**src/sv/cbm_pkg.sv**
```systemverilog
// ----------------------------------------------------------------------------
// cbm_pkg: shared types and codes of the cartridge bank mapper
// Field widths, controller, access and target codes, register indexes and
// the bank state carried between the bank register file and the top level.
// ----------------------------------------------------------------------------
`timescale 1ns / 1ps
`default_nettype none

package cbm_pkg;

   // field widths
   localparam int MODE_W     = 2;
   localparam int ADDR_W     = 16;
   localparam int DATA_W     = 8;
   localparam int TARGET_W   = 2;
   localparam int ROM_LOC_W  = 23;
   localparam int RAM_LOC_W  = 17;
   localparam int ROM_BANK_W = 9;
   localparam int RAM_BANK_W = 4;
   localparam int CTRL_W     = 3;
   localparam int CSR_IDX_W  = 1;
   localparam int CSR_DATA_W = 3;

   // controller types (codes 6 and 7 behave as none)
   localparam logic [CTRL_W-1:0] CTRL_NONE     = 3'd0;
   localparam logic [CTRL_W-1:0] CTRL_MBC1_16_8 = 3'd1;
   localparam logic [CTRL_W-1:0] CTRL_MBC1_4_32 = 3'd2;
   localparam logic [CTRL_W-1:0] CTRL_MBC2     = 3'd3;
   localparam logic [CTRL_W-1:0] CTRL_MBC3     = 3'd4;
   localparam logic [CTRL_W-1:0] CTRL_MBC5     = 3'd5;

   // access kinds
   localparam logic [MODE_W-1:0] MODE_ROM_READ  = 2'd0;
   localparam logic [MODE_W-1:0] MODE_CONTROL   = 2'd1;
   localparam logic [MODE_W-1:0] MODE_RAM_READ  = 2'd2;
   localparam logic [MODE_W-1:0] MODE_RAM_WRITE = 2'd3;

   // memory targets
   localparam logic [TARGET_W-1:0] TARGET_NONE = 2'd0;
   localparam logic [TARGET_W-1:0] TARGET_ROM  = 2'd1;
   localparam logic [TARGET_W-1:0] TARGET_RAM  = 2'd2;

   // configuration register indexes
   localparam logic [CSR_IDX_W-1:0] CSR_CONTROLLER_TYPE = 1'd0;
   localparam logic [CSR_IDX_W-1:0] CSR_RAM_PRESENT     = 1'd1;

   // reset values of the bank registers
   localparam logic [ROM_BANK_W-1:0] ROM_BANK_RESET = 9'd1;
   localparam logic [RAM_BANK_W-1:0] RAM_BANK_RESET = 4'd0;

   typedef struct packed {
      logic [ROM_BANK_W-1:0] rom_page;
      logic [RAM_BANK_W-1:0] ram_page;
   } bank_state_type;

endpackage

`default_nettype wire

```
**src/sv/cbm_req_if.sv**
```systemverilog
// ----------------------------------------------------------------------------
// cbm_req_if: bus access request channel
// Valid/ready channel carrying one CPU bus access.
// ----------------------------------------------------------------------------
`timescale 1ns / 1ps
`default_nettype none

interface cbm_req_if;
   logic                        valid;
   logic                        ready;
   logic [cbm_pkg::MODE_W-1:0]  mode;
   logic [cbm_pkg::ADDR_W-1:0]  bus_address;
   logic [cbm_pkg::DATA_W-1:0]  bus_data;

   modport source (output valid, output mode, output bus_address, output bus_data,
                   input ready);
   modport sink   (input valid, input mode, input bus_address, input bus_data,
                   output ready);
endinterface

`default_nettype wire

```
**src/sv/cbm_rsp_if.sv**
```systemverilog
// ----------------------------------------------------------------------------
// cbm_rsp_if: mapped access result channel
// Valid/ready channel carrying the physical address, write control and banks.
// ----------------------------------------------------------------------------
`timescale 1ns / 1ps
`default_nettype none

interface cbm_rsp_if;
   logic                            valid;
   logic                            ready;
   logic [cbm_pkg::TARGET_W-1:0]    target;
   logic [cbm_pkg::ROM_LOC_W-1:0]   rom_location;
   logic [cbm_pkg::RAM_LOC_W-1:0]   ram_location;
   logic                            ram_write_enable;
   logic [cbm_pkg::DATA_W-1:0]      ram_write_byte;
   logic [cbm_pkg::ROM_BANK_W-1:0]  current_rom_bank;
   logic [cbm_pkg::RAM_BANK_W-1:0]  current_ram_bank;

   modport source (output valid, output target, output rom_location,
                   output ram_location, output ram_write_enable,
                   output ram_write_byte, output current_rom_bank,
                   output current_ram_bank, input ready);
   modport sink   (input valid, input target, input rom_location,
                   input ram_location, input ram_write_enable,
                   input ram_write_byte, input current_rom_bank,
                   input current_ram_bank, output ready);
endinterface

`default_nettype wire

```
**src/sv/cbm_bank_regs.sv**
```systemverilog
// ----------------------------------------------------------------------------
// cbm_bank_regs: ROM and RAM bank registers
// Decodes control writes per controller type and holds the bank state.
// ----------------------------------------------------------------------------
`timescale 1ns / 1ps
`default_nettype none

module cbm_bank_regs (
   input  wire logic                         clock,
   input  wire logic                         reset,
   input  wire logic                         update_en,
   input  wire logic [cbm_pkg::CTRL_W-1:0]   ctrl_type,
   input  wire logic [cbm_pkg::ADDR_W-1:0]   bus_address,
   input  wire logic [cbm_pkg::DATA_W-1:0]   bus_data,
   output cbm_pkg::bank_state_type           banks_now,
   output cbm_pkg::bank_state_type           banks_next
);
   import cbm_pkg::*;

   bank_state_type banks_ff;
   bank_state_type banks_in;

   logic       low_sel;
   logic       high_sel;
   logic       mbc5_low_sel;
   logic       mbc5_high_sel;
   logic [4:0] mbc1_low;
   logic [3:0] mbc2_low;
   logic [6:0] mbc3_low;

   // decode the control write windows
   assign low_sel       = (bus_address[15:13] == 3'b001);
   assign high_sel      = (bus_address[15:13] == 3'b010);
   assign mbc5_low_sel  = (bus_address[15:12] == 4'h2);
   assign mbc5_high_sel = (bus_address[15:12] == 4'h3);

   // masked bank numbers, with bank zero mapped to bank one
   assign mbc1_low = (bus_data[4:0] == 5'd0) ? 5'd1 : bus_data[4:0];
   assign mbc2_low = (bus_data[3:0] == 4'd0) ? 4'd1 : bus_data[3:0];
   assign mbc3_low = (bus_data[6:0] == 7'd0) ? 7'd1 : bus_data[6:0];

   // next bank state for a control write
   always_comb begin
      banks_in = banks_ff;
      if (update_en) begin
         case (ctrl_type)
            CTRL_MBC1_16_8, CTRL_MBC1_4_32: begin
               if (low_sel) begin
                  banks_in.rom_page = {1'b0, banks_ff.rom_page[7:5], mbc1_low};
               end
               if (high_sel) begin
                  if (ctrl_type == CTRL_MBC1_16_8) begin
                     banks_in.rom_page = {2'b00, bus_data[1:0], banks_ff.rom_page[4:0]};
                  end else begin
                     banks_in.ram_page = bus_data[3:0];
                  end
               end
            end
            CTRL_MBC2: begin
               if (low_sel) begin
                  banks_in.rom_page = {5'd0, mbc2_low};
               end
            end
            CTRL_MBC3: begin
               if (low_sel) begin
                  banks_in.rom_page = {2'b00, mbc3_low};
               end
               if (high_sel) begin
                  banks_in.ram_page = bus_data[3:0];
               end
            end
            CTRL_MBC5: begin
               if (mbc5_low_sel) begin
                  banks_in.rom_page = {banks_ff.rom_page[8], bus_data};
               end
               if (mbc5_high_sel) begin
                  banks_in.rom_page = {bus_data[0], banks_ff.rom_page[7:0]};
               end
               if (high_sel) begin
                  banks_in.ram_page = bus_data[3:0];
               end
            end
            default: begin
               banks_in = banks_ff;
            end
         endcase
      end
   end

   // hold the bank registers
   always_ff @(posedge clock) begin
      if (reset) begin
         banks_ff.rom_page <= ROM_BANK_RESET;
         banks_ff.ram_page <= RAM_BANK_RESET;
      end else begin
         banks_ff <= banks_in;
      end
   end

   assign banks_now  = banks_ff;
   assign banks_next = banks_in;

endmodule

`default_nettype wire

```
**src/sv/cartridge_bank_mapper.sv**
```systemverilog
// ----------------------------------------------------------------------------
// cartridge_bank_mapper: cartridge memory bank controller address mapper
// Maps CPU bus accesses to physical ROM and RAM addresses through bank
// registers that control writes update per controller type.
// ----------------------------------------------------------------------------
// Usage:
//   req_ch carries one bus access per request (mode, bus_address, bus_data);
//   rsp_ch returns exactly one result per request, in order.
//   csr_* writes the controller type (index 0) and RAM presence (index 1);
//   write them only while no request is in flight.
// Timing: a request accepted at a clock edge shows its result on rsp_ch
//   from the next cycle on. Bank update and address mapping are
//   combinational, between the request and the result register.
// Throughput: one request per cycle, sustained, as long as rsp_ch takes
//   results; the result register is the only stage.
// Stall: while a result waits and rsp_ch.ready is low, req_ch.ready drops
//   and the result holds; the cycle rsp_ch.ready rises, a new request is
//   taken in the same cycle the waiting result leaves.
// Reset: synchronous, active high. Clears the result valid, sets the ROM
//   bank to 1, the RAM bank to 0, controller type none and RAM present.
//   No request is taken while reset is high.
// ----------------------------------------------------------------------------
`timescale 1ns / 1ps
`default_nettype none

module cartridge_bank_mapper (
   input  wire logic                           clock,
   input  wire logic                           reset,
   cbm_req_if.sink                             req_ch,
   cbm_rsp_if.source                           rsp_ch,
   input  wire logic                           csr_write_enable,
   input  wire logic [cbm_pkg::CSR_IDX_W-1:0]  csr_index,
   input  wire logic [cbm_pkg::CSR_DATA_W-1:0] csr_write_data
);
   import cbm_pkg::*;

   logic [CTRL_W-1:0]  ctrl_type_ff;
   logic               ram_present_ff;

   logic               req_fire;
   logic               rsp_valid_ff;
   logic               rsp_valid_in;

   bank_state_type     banks_now;
   bank_state_type     banks_next;

   logic [TARGET_W-1:0]  target_in,  target_ff;
   logic [ROM_LOC_W-1:0] rom_loc_in, rom_loc_ff;
   logic [RAM_LOC_W-1:0] ram_loc_in, ram_loc_ff;
   logic                 we_in,      we_ff;
   logic [DATA_W-1:0]    wbyte_in,   wbyte_ff;
   logic [ROM_BANK_W-1:0] rom_bank_ff;
   logic [RAM_BANK_W-1:0] ram_bank_ff;

   // configuration registers
   always_ff @(posedge clock) begin
      if (reset) begin
         ctrl_type_ff   <= CTRL_NONE;
         ram_present_ff <= 1'b1;
      end else if (csr_write_enable) begin
         unique case (csr_index)
            CSR_CONTROLLER_TYPE: ctrl_type_ff   <= csr_write_data;
            CSR_RAM_PRESENT:     ram_present_ff <= csr_write_data[0];
            default:             ctrl_type_ff   <= ctrl_type_ff;
         endcase
      end
   end

   // take a request whenever the result register is free or draining
   assign req_ch.ready = !reset && (!rsp_valid_ff || rsp_ch.ready);
   assign req_fire     = req_ch.valid && req_ch.ready;

   cbm_bank_regs u_bank_regs (
      .clock       (clock),
      .reset       (reset),
      .update_en   (req_fire && (req_ch.mode == MODE_CONTROL)),
      .ctrl_type   (ctrl_type_ff),
      .bus_address (req_ch.bus_address),
      .bus_data    (req_ch.bus_data),
      .banks_now   (banks_now),
      .banks_next  (banks_next)
   );

   // map the access through the current banks
   always_comb begin
      target_in  = TARGET_NONE;
      rom_loc_in = '0;
      ram_loc_in = '0;
      we_in      = 1'b0;
      wbyte_in   = '0;
      unique case (req_ch.mode)
         MODE_ROM_READ: begin
            target_in = TARGET_ROM;
            if (req_ch.bus_address[15:14] == 2'b01) begin
               rom_loc_in = {banks_now.rom_page, req_ch.bus_address[13:0]};
            end else begin
               rom_loc_in = {{(ROM_LOC_W-ADDR_W){1'b0}}, req_ch.bus_address};
            end
         end
         MODE_CONTROL: begin
            target_in = TARGET_NONE;
         end
         MODE_RAM_READ: begin
            target_in  = TARGET_RAM;
            ram_loc_in = {banks_now.ram_page, req_ch.bus_address[12:0]};
         end
         MODE_RAM_WRITE: begin
            ram_loc_in = {banks_now.ram_page, req_ch.bus_address[12:0]};
            if (ctrl_type_ff == CTRL_MBC2) begin
               // built-in RAM keeps the low nibble only
               target_in = TARGET_RAM;
               we_in     = 1'b1;
               wbyte_in  = {4'h0, req_ch.bus_data[3:0]};
            end else if (ram_present_ff) begin
               target_in = TARGET_RAM;
               we_in     = 1'b1;
               wbyte_in  = req_ch.bus_data;
            end else begin
               // drop the write when no RAM is fitted
               target_in = TARGET_NONE;
            end
         end
         default: begin
            target_in = TARGET_NONE;
         end
      endcase
   end

   // result valid: set on a request, cleared when the result is taken
   assign rsp_valid_in = req_fire ? 1'b1 : (rsp_valid_ff && !rsp_ch.ready);

   always_ff @(posedge clock) begin
      if (reset) begin
         rsp_valid_ff <= 1'b0;
      end else begin
         rsp_valid_ff <= rsp_valid_in;
      end
   end

   // load the result payload
   always_ff @(posedge clock) begin
      if (req_fire) begin
         target_ff   <= target_in;
         rom_loc_ff  <= rom_loc_in;
         ram_loc_ff  <= ram_loc_in;
         we_ff       <= we_in;
         wbyte_ff    <= wbyte_in;
         rom_bank_ff <= banks_next.rom_page;
         ram_bank_ff <= banks_next.ram_page;
      end
   end

   assign rsp_ch.valid            = rsp_valid_ff;
   assign rsp_ch.target           = target_ff;
   assign rsp_ch.rom_location     = rom_loc_ff;
   assign rsp_ch.ram_location     = ram_loc_ff;
   assign rsp_ch.ram_write_enable = we_ff;
   assign rsp_ch.ram_write_byte   = wbyte_ff;
   assign rsp_ch.current_rom_bank = rom_bank_ff;
   assign rsp_ch.current_ram_bank = ram_bank_ff;

endmodule

`default_nettype wire

```
**src/flat_wrapper.sv**
```systemverilog
// flat-port wrapper written by rule: the top's interface ports become plain ports
module cartridge_bank_mapper_flat import cbm_pkg::*;
  (clock, reset, csr_write_enable, csr_index, csr_write_data, req_ch_valid, req_ch_mode, req_ch_bus_address, req_ch_bus_data, req_ch_ready, rsp_ch_valid, rsp_ch_target, rsp_ch_rom_location, rsp_ch_ram_location, rsp_ch_ram_write_enable, rsp_ch_ram_write_byte, rsp_ch_current_rom_bank, rsp_ch_current_ram_bank, rsp_ch_ready);
  cbm_req_if req_ch_i ();
  cbm_rsp_if rsp_ch_i ();
  input  wire logic clock;
  input  wire logic reset;
  input  wire logic csr_write_enable;
  input  wire logic [cbm_pkg::CSR_IDX_W-1:0] csr_index;
  input  wire logic [cbm_pkg::CSR_DATA_W-1:0] csr_write_data;
  input wire logic [$bits(req_ch_i.valid)-1:0] req_ch_valid;
  input wire logic [$bits(req_ch_i.mode)-1:0] req_ch_mode;
  input wire logic [$bits(req_ch_i.bus_address)-1:0] req_ch_bus_address;
  input wire logic [$bits(req_ch_i.bus_data)-1:0] req_ch_bus_data;
  output wire logic [$bits(req_ch_i.ready)-1:0] req_ch_ready;
  output wire logic [$bits(rsp_ch_i.valid)-1:0] rsp_ch_valid;
  output wire logic [$bits(rsp_ch_i.target)-1:0] rsp_ch_target;
  output wire logic [$bits(rsp_ch_i.rom_location)-1:0] rsp_ch_rom_location;
  output wire logic [$bits(rsp_ch_i.ram_location)-1:0] rsp_ch_ram_location;
  output wire logic [$bits(rsp_ch_i.ram_write_enable)-1:0] rsp_ch_ram_write_enable;
  output wire logic [$bits(rsp_ch_i.ram_write_byte)-1:0] rsp_ch_ram_write_byte;
  output wire logic [$bits(rsp_ch_i.current_rom_bank)-1:0] rsp_ch_current_rom_bank;
  output wire logic [$bits(rsp_ch_i.current_ram_bank)-1:0] rsp_ch_current_ram_bank;
  input wire logic [$bits(rsp_ch_i.ready)-1:0] rsp_ch_ready;
  assign req_ch_i.valid = req_ch_valid;
  assign req_ch_i.mode = req_ch_mode;
  assign req_ch_i.bus_address = req_ch_bus_address;
  assign req_ch_i.bus_data = req_ch_bus_data;
  assign req_ch_ready = req_ch_i.ready;
  assign rsp_ch_valid = rsp_ch_i.valid;
  assign rsp_ch_target = rsp_ch_i.target;
  assign rsp_ch_rom_location = rsp_ch_i.rom_location;
  assign rsp_ch_ram_location = rsp_ch_i.ram_location;
  assign rsp_ch_ram_write_enable = rsp_ch_i.ram_write_enable;
  assign rsp_ch_ram_write_byte = rsp_ch_i.ram_write_byte;
  assign rsp_ch_current_rom_bank = rsp_ch_i.current_rom_bank;
  assign rsp_ch_current_ram_bank = rsp_ch_i.current_ram_bank;
  assign rsp_ch_i.ready = rsp_ch_ready;
  cartridge_bank_mapper u_core (.clock(clock), .reset(reset), .req_ch(req_ch_i), .rsp_ch(rsp_ch_i), .csr_write_enable(csr_write_enable), .csr_index(csr_index), .csr_write_data(csr_write_data));
endmodule
```
**config.mk**
```make
export PLATFORM = sky130hd
export DESIGN_NAME = cartridge_bank_mapper_flat
export DESIGN_NICKNAME = d
export VERILOG_FILES = /design/src/sv/cbm_pkg.sv /design/src/sv/cbm_req_if.sv /design/src/sv/cbm_rsp_if.sv /design/src/sv/cbm_bank_regs.sv /design/src/sv/cartridge_bank_mapper.sv /design/src/flat_wrapper.sv
export SDC_FILE = /design/constraint.sdc
export NUM_CORES = 1
export LEC_CHECK = 0
export BUFFER_PORTS_ARGS = -buffer_cell sky130_fd_sc_hd__clkbuf_2
export CELL_PAD_IN_SITES_DETAIL_PLACEMENT = 0
export CELL_PAD_IN_SITES_GLOBAL_PLACEMENT = 1
export CORE_MARGIN = 5
export CORE_UTILIZATION = 30
export CTS_CLUSTER_SIZE = 24
export DETAILED_ROUTE_END_ITERATION = 8
export PLACE_DENSITY = 0.69
export SLEW_MARGIN = 20
export SYNTH_ARGS = -nofsm -noshare
export SYNTH_HDL_FRONTEND = slang
export SYNTH_SLANG_ARGS = --single-unit
```
**constraint.sdc**
```tcl
create_clock -name clock -period 3.2 [get_ports clock]
set_input_delay 0.16 -clock clock [delete_from_list [all_inputs] [get_ports clock]]
set_output_delay 0.16 -clock clock [all_outputs]
set_load 0.01 [all_outputs]
```
### After elaboration in Yosys (flattened, before gate mapping)

Index checks and enable logic that the tools add are counted.

* register bits: 82
* input bits: 35
* output and inout bits: 66
* word-level logic and storage cells: 73

* equal/unequal tests: 13
* muxes and demuxes: 24
* bitwise operators: 3
* reduce and logical (&&, ||, !) cells: 19

Operators by type and width (count)
* $mux W9: 5
* $pmux W9 S4: 1
* $mux W13: 2
* $mux W4: 5
* $mux W16: 1
* $eq A3 B2 Y1 const B: 3
* $eq A4 B2 Y1 const B: 2
* $mux W8: 1
* $pmux W2 S4: 1
* $pmux W4 S2: 1
* $logic_not A7 Y1: 1
* $mux W7: 1
* $eq A3 B1 Y1 const B: 2
* $eq A3 B3 Y1 const B: 2
* $reduce_and A2 Y1: 3
* $reduce_or A2 Y1: 3
* $logic_not A5 Y1: 1
* $mux W5: 1
* $eq A2 B1 Y1 const B: 2
* $eq A2 B2 Y1 const B: 2
* $logic_and A1 B1 Y1: 4
* $logic_not A4 Y1: 1
* $mux W2: 2
* $logic_not A1 Y1: 3
* 5 further kinds: 9

### Logic depth before layout (Yosys ltp)

* depth in word-level cells: 7
* mapped depth: 7
* gate-level depth less buffers: 5

### Modules after synthesis

A second synthesis with hierarchy kept.

* cell total of the unflattened synthesis: 261
* area, all modules: 3523.4 µm²

By module, submodules not included
* cartridge_bank_mapper: instances 1, cells each 145, area each 2517.4 µm², sequential area each 2021.9 µm²
* cbm_bank_regs: instances 1, cells each 116, area each 1006.0 µm², sequential area each 260.2 µm²

### Least setup slack after synthesis

Ideal clock, no wire load.

* path kind: reg2reg
* start: register u_core.rsp_valid_ff, in the netlist u_core.rsp_ch.valid
* end: register u_core.ram_bank_ff[0], in the netlist u_core.rsp_ch.current_ram_bank[0] (enable)
* setup time: 429 ps
* data arrival time: 2248 ps
* required time: 2771 ps
* setup slack: 523 ps
* stages on the path, launching flop included: 4
* buffers on the path: 0
* clock period less this slack: 2677 ps
* cells stage by stage: dfxtp_1 nor2b_1 nor2_1 and2_1

* cells in the longest elaborated chain, start to end: 4

RTL lines
* start, declared: RTL line cartridge_bank_mapper.sv:41 `logic rsp_valid_ff;`
* start signal, assigned: RTL line cartridge_bank_mapper.sv:136 `rsp_valid_ff <= rsp_valid_in;`
* $logic_not A1 Y1: RTL line cartridge_bank_mapper.sv:70 `assign req_ch.ready = !reset && (!rsp_valid_ff || rsp_ch.ready);`
* $logic_or A1 B1 Y1: RTL line cartridge_bank_mapper.sv:70
* $logic_and A1 B1 Y1: RTL line cartridge_bank_mapper.sv:70
* named net req_ch_ready: RTL line flat_wrapper.sv:15 `output wire logic [$bits(req_ch_i.ready)-1:0] req_ch_ready;`
* $logic_and A1 B1 Y1: RTL line cartridge_bank_mapper.sv:71 `assign req_fire = req_ch.valid && req_ch.ready;`
* named net u_core.req_fire: RTL line cartridge_bank_mapper.sv:40 `logic req_fire;`
* end signal, assigned: RTL line cartridge_bank_mapper.sv:149 `ram_bank_ff <= banks_next.ram_page;`
* end, declared: RTL line cartridge_bank_mapper.sv:53 `logic [RAM_BANK_W-1:0] ram_bank_ff;`

The timed path passes the listed nets, and every way through them passes these cells.
A chain may end at the register's enable or synchronous reset.

==> metrics.csv <==
stage;metric;value;unit
run_status;status;finished, final reports clean;
cells_and_area;syn_to_final_growth;27.6;%
sta;period_needed;2.23;ns
drt;vias;2549;
setup_path;worst-path-max-fanout;15;
setup_path;r2r_slack;0.97;ns
clock_tree;cts.clk_slew.worst_paths;0.06;ns
drt;first_pass_iters;4;
synth;synth_top_area_cell;edfxtp_1;
sta;slew_violations;0;
synth;synth_flop_cell;edfxtp_1;
global_route;grt_pass1_wl;14100;um
synth;synth_edf_count;64;
cells_and_area;stdcell_area;4480;um^2
setup_path;worstPathArrival;2.43;ns
cells_and_area;num_antenna_cells;0;
floorplanning;chipHeight;118;um
synth;synthCells;276;
synth;synth_seq_area_share;0.650;
clock_tree;cts_resized;0;
setup_path;required;3.41;ns
sta;finalCritPeriodShare;0.696;
synth;synthArstFlopShare;0;
sta;maxSlewHeadroom;0.504;
synth;synth_commonest_cells;edfxtp_1 (64), and2_1 (53), nor2_1 (21), dfxtp_1 (18), clkbuf_1 (10);
pwr;p_leak;1.75;nW
setup_path;rr_endpoint;u_core.rsp_ch.current_rom_bank[2];
clock_tree;holdBufCountCts;0;
floorplanning;io-pin-count;101;
flow_run;drv_cap;0;
synth;synth_area_leaders;edfxtp_1 (55%), dfxtp_1 (10%), and2_1 (9.4%);
sta;setup_tns;0;ns
min_path;min_to;u_core.ctrl_type_ff[2];
setup_path;worstSetupPathType;register to register;
global_route;grt-ovfl-total;0;
global_route;grt_usage;0.126;
global_route;grt_max_degree;49;
floorplanning;coreArea;11500;um^2
sta;fmax;0.449;GHz
cells_and_area;drive_gt1_frac;0.350;
pwr;p_per_area;540;nW/um^2
min_path;worst_hold_path_type;input port to register;
floorplanning;rows;39;
drt;routed_via_density;4.85;
sta;setup_viol;0;
min_path;worstHoldStart;csr_write_data[2];
sta;worst_clock_skew;0.00609;ns
setup_path;crit_path_start_kind;register;
synth;ys_ff_latch;82;
sta;finalHoldViolations;0;
drt;wire_per_inst;16.6;um
placement;dp_slack;0.971;ns
drt;drt_iter0_markers;294;
sta;layout_setup_ws;0.974;ns
clock_tree;clockBufferDepth;2;
pwr;vdd_drop_max;344;uV
setup_path;reg2reg_depth;5;
synth;ys_types;49;
placement;port_buffers;100;
synth;syn_area;3510;um^2
clock_tree;tritoncts;yes;
clock_tree;cts-root-buf;clkbuf_16;
clock_tree;h-tree-depth;3;
clock_tree;post_cts_buffers;0;
placement;place_hpwl;6320;um
min_path;min_path_cells;3;
drt;drt_wl_total;8730;um
synth;synth_most_common_cell;edfxtp_1;
synth;yosys_warnings;0;
synth;syn-mean-instance-area;12.7;um^2
placement;place.gp.congestion;0.915;
floorplanning;die-area;14000;um^2
cells_and_area;nNetsFinal;413;
floorplanning;start_util;0.306;
global_route;grt_pass1_vias;2605;
floorplanning;die_x;118;um
setup_path;r2r-start;u_core.ctrl_type_ff[1];
clock_tree;cts-buffers-inserted;9;
synth;yosysTopAreaCellShare;0.548;
pwr;p_total;2.42;mW
placement;place_area;4180;um^2
clock_tree;insertion_delay;0.33;ns
drt;antenna_left;0;
sta;worstMarginPinSlew;0.741;ns
synth;syn_nets;311;
global_route;grt_antenna_before_repair;0;
clock_tree;cts.sinks;82;
sta;rsz0062_at_grt;no;
setup_path;crit_path_end_kind;register;
cells_and_area;nFillCells;1095;
cells_and_area;utilization;0.390;
drt;drc_errors;0;
-- logic make-up after synthesis --
family / count (synthesis) / synth area share
compound gates: 48 / 0.103
flops: 82 / 0.650
buf+inv: 18 / 0.0203
mux: 5 / 0.0157
simple gates: 123 / 0.211
-- sequential cells by signal (all words and copies together) (netlist names) --
| signal | count |
|---|---|
| u_core.ram_present_ff | 1 |
| u_core.rsp_ch.ram_write_byte | 8 |
| u_core.rsp_ch.rom_location | 23 |
| u_core.rsp_ch.current_rom_bank | 9 |
| u_core.ctrl_type_ff | 3 |
| u_core.rsp_ch.current_ram_bank | 4 |
| u_core.rsp_ch.target | 2 |
| u_core.u_bank_regs.banks_now | 13 |
| u_core.rsp_ch.valid | 1 |
| u_core.rsp_ch.ram_location | 17 |
| u_core.rsp_ch.ram_write_enable | 1 |
-- per-stage QoR --
| step | instances | hold WS [ns] |
|---|---|---|
| global placement | 510 | 0.403 |
| CTS | 526 | 0.0451 |
| global route | 526 | 0.0928 |
| floorplan | 276 | 0.281 |
| detailed placement | 510 | 0.408 |
| finish | 526 | 0.0622 |
-- worst max path at each step --
stage / endpoint / from / slack, ns
global placement: u_core.rsp_ch.current_rom_bank[2] / req_ch_bus_data[1] / 0.99
CTS: u_core.u_bank_regs.banks_now[0] / u_core.rsp_ch.valid / 0.95
global route: u_core.rsp_ch.current_rom_bank[2] / u_core.ctrl_type_ff[1] / 0.81
floorplan: u_core.rsp_ch.current_ram_bank[0] / u_core.rsp_ch.valid / 0.52
finish: u_core.rsp_ch.current_rom_bank[2] / u_core.ctrl_type_ff[1] / 0.97
detailed placement: u_core.u_bank_regs.banks_now[2] / req_ch_mode[0] / 0.97
-- final cells by class --
type | instances | area [um^2] | area share
Clock inverter | 6 | 67.6 | 0.0151
Tap cell | 143 | 179 | 0.0400
Timing Repair Buffer | 104 | 543 | 0.121
Inverter | 5 | 18.8 | 0.00419
Multi-Input combinational cell | 176 | 1160 | 0.259
Clock buffer | 10 | 229 | 0.0511
Sequential cell | 82 | 2280 | 0.510
-- power by group --
group	internal (mW)	switching (mW)	leakage, nW
Combinational	0.0724	0.117	0.861
Clock	0.607	0.415	0.139
Sequential	1.19	0.0171	0.748
-- worst max-delay path, cell delays in order, from the launching register on --
cell	delay, ns
dfxtp_1	0.61
nor3_1	0.13
a21oi_1	0.34
nand2_1	0.16
nor4_1	0.62
a22o_1	0.24
-- layout by cell type, fill, tap and decap left out, types with 4 or more instances in the layout --
cell         n
a32o_1       5
nor3_1       5
mux2_2       4
nor2_1      21
nor2b_1      6
clkbuf_16    9
a21oi_1      9
dfxtp_1     18
and2_1      52
nand2_1      5
clkbuf_2   100
edfxtp_1    64
inv_1        5
o21ai_0      6
-- metal layers --
metal	global-route usage	up-vias	share of wire
met2	0.192	104	0.46
li1	-	1229	-
met3	0.0415	13	0.079
met5	0	-	0
met4	0.0466	0	0.017
met1	0.168	1203	0.45
Note: power is estimated with default switching activity, not from simulation.
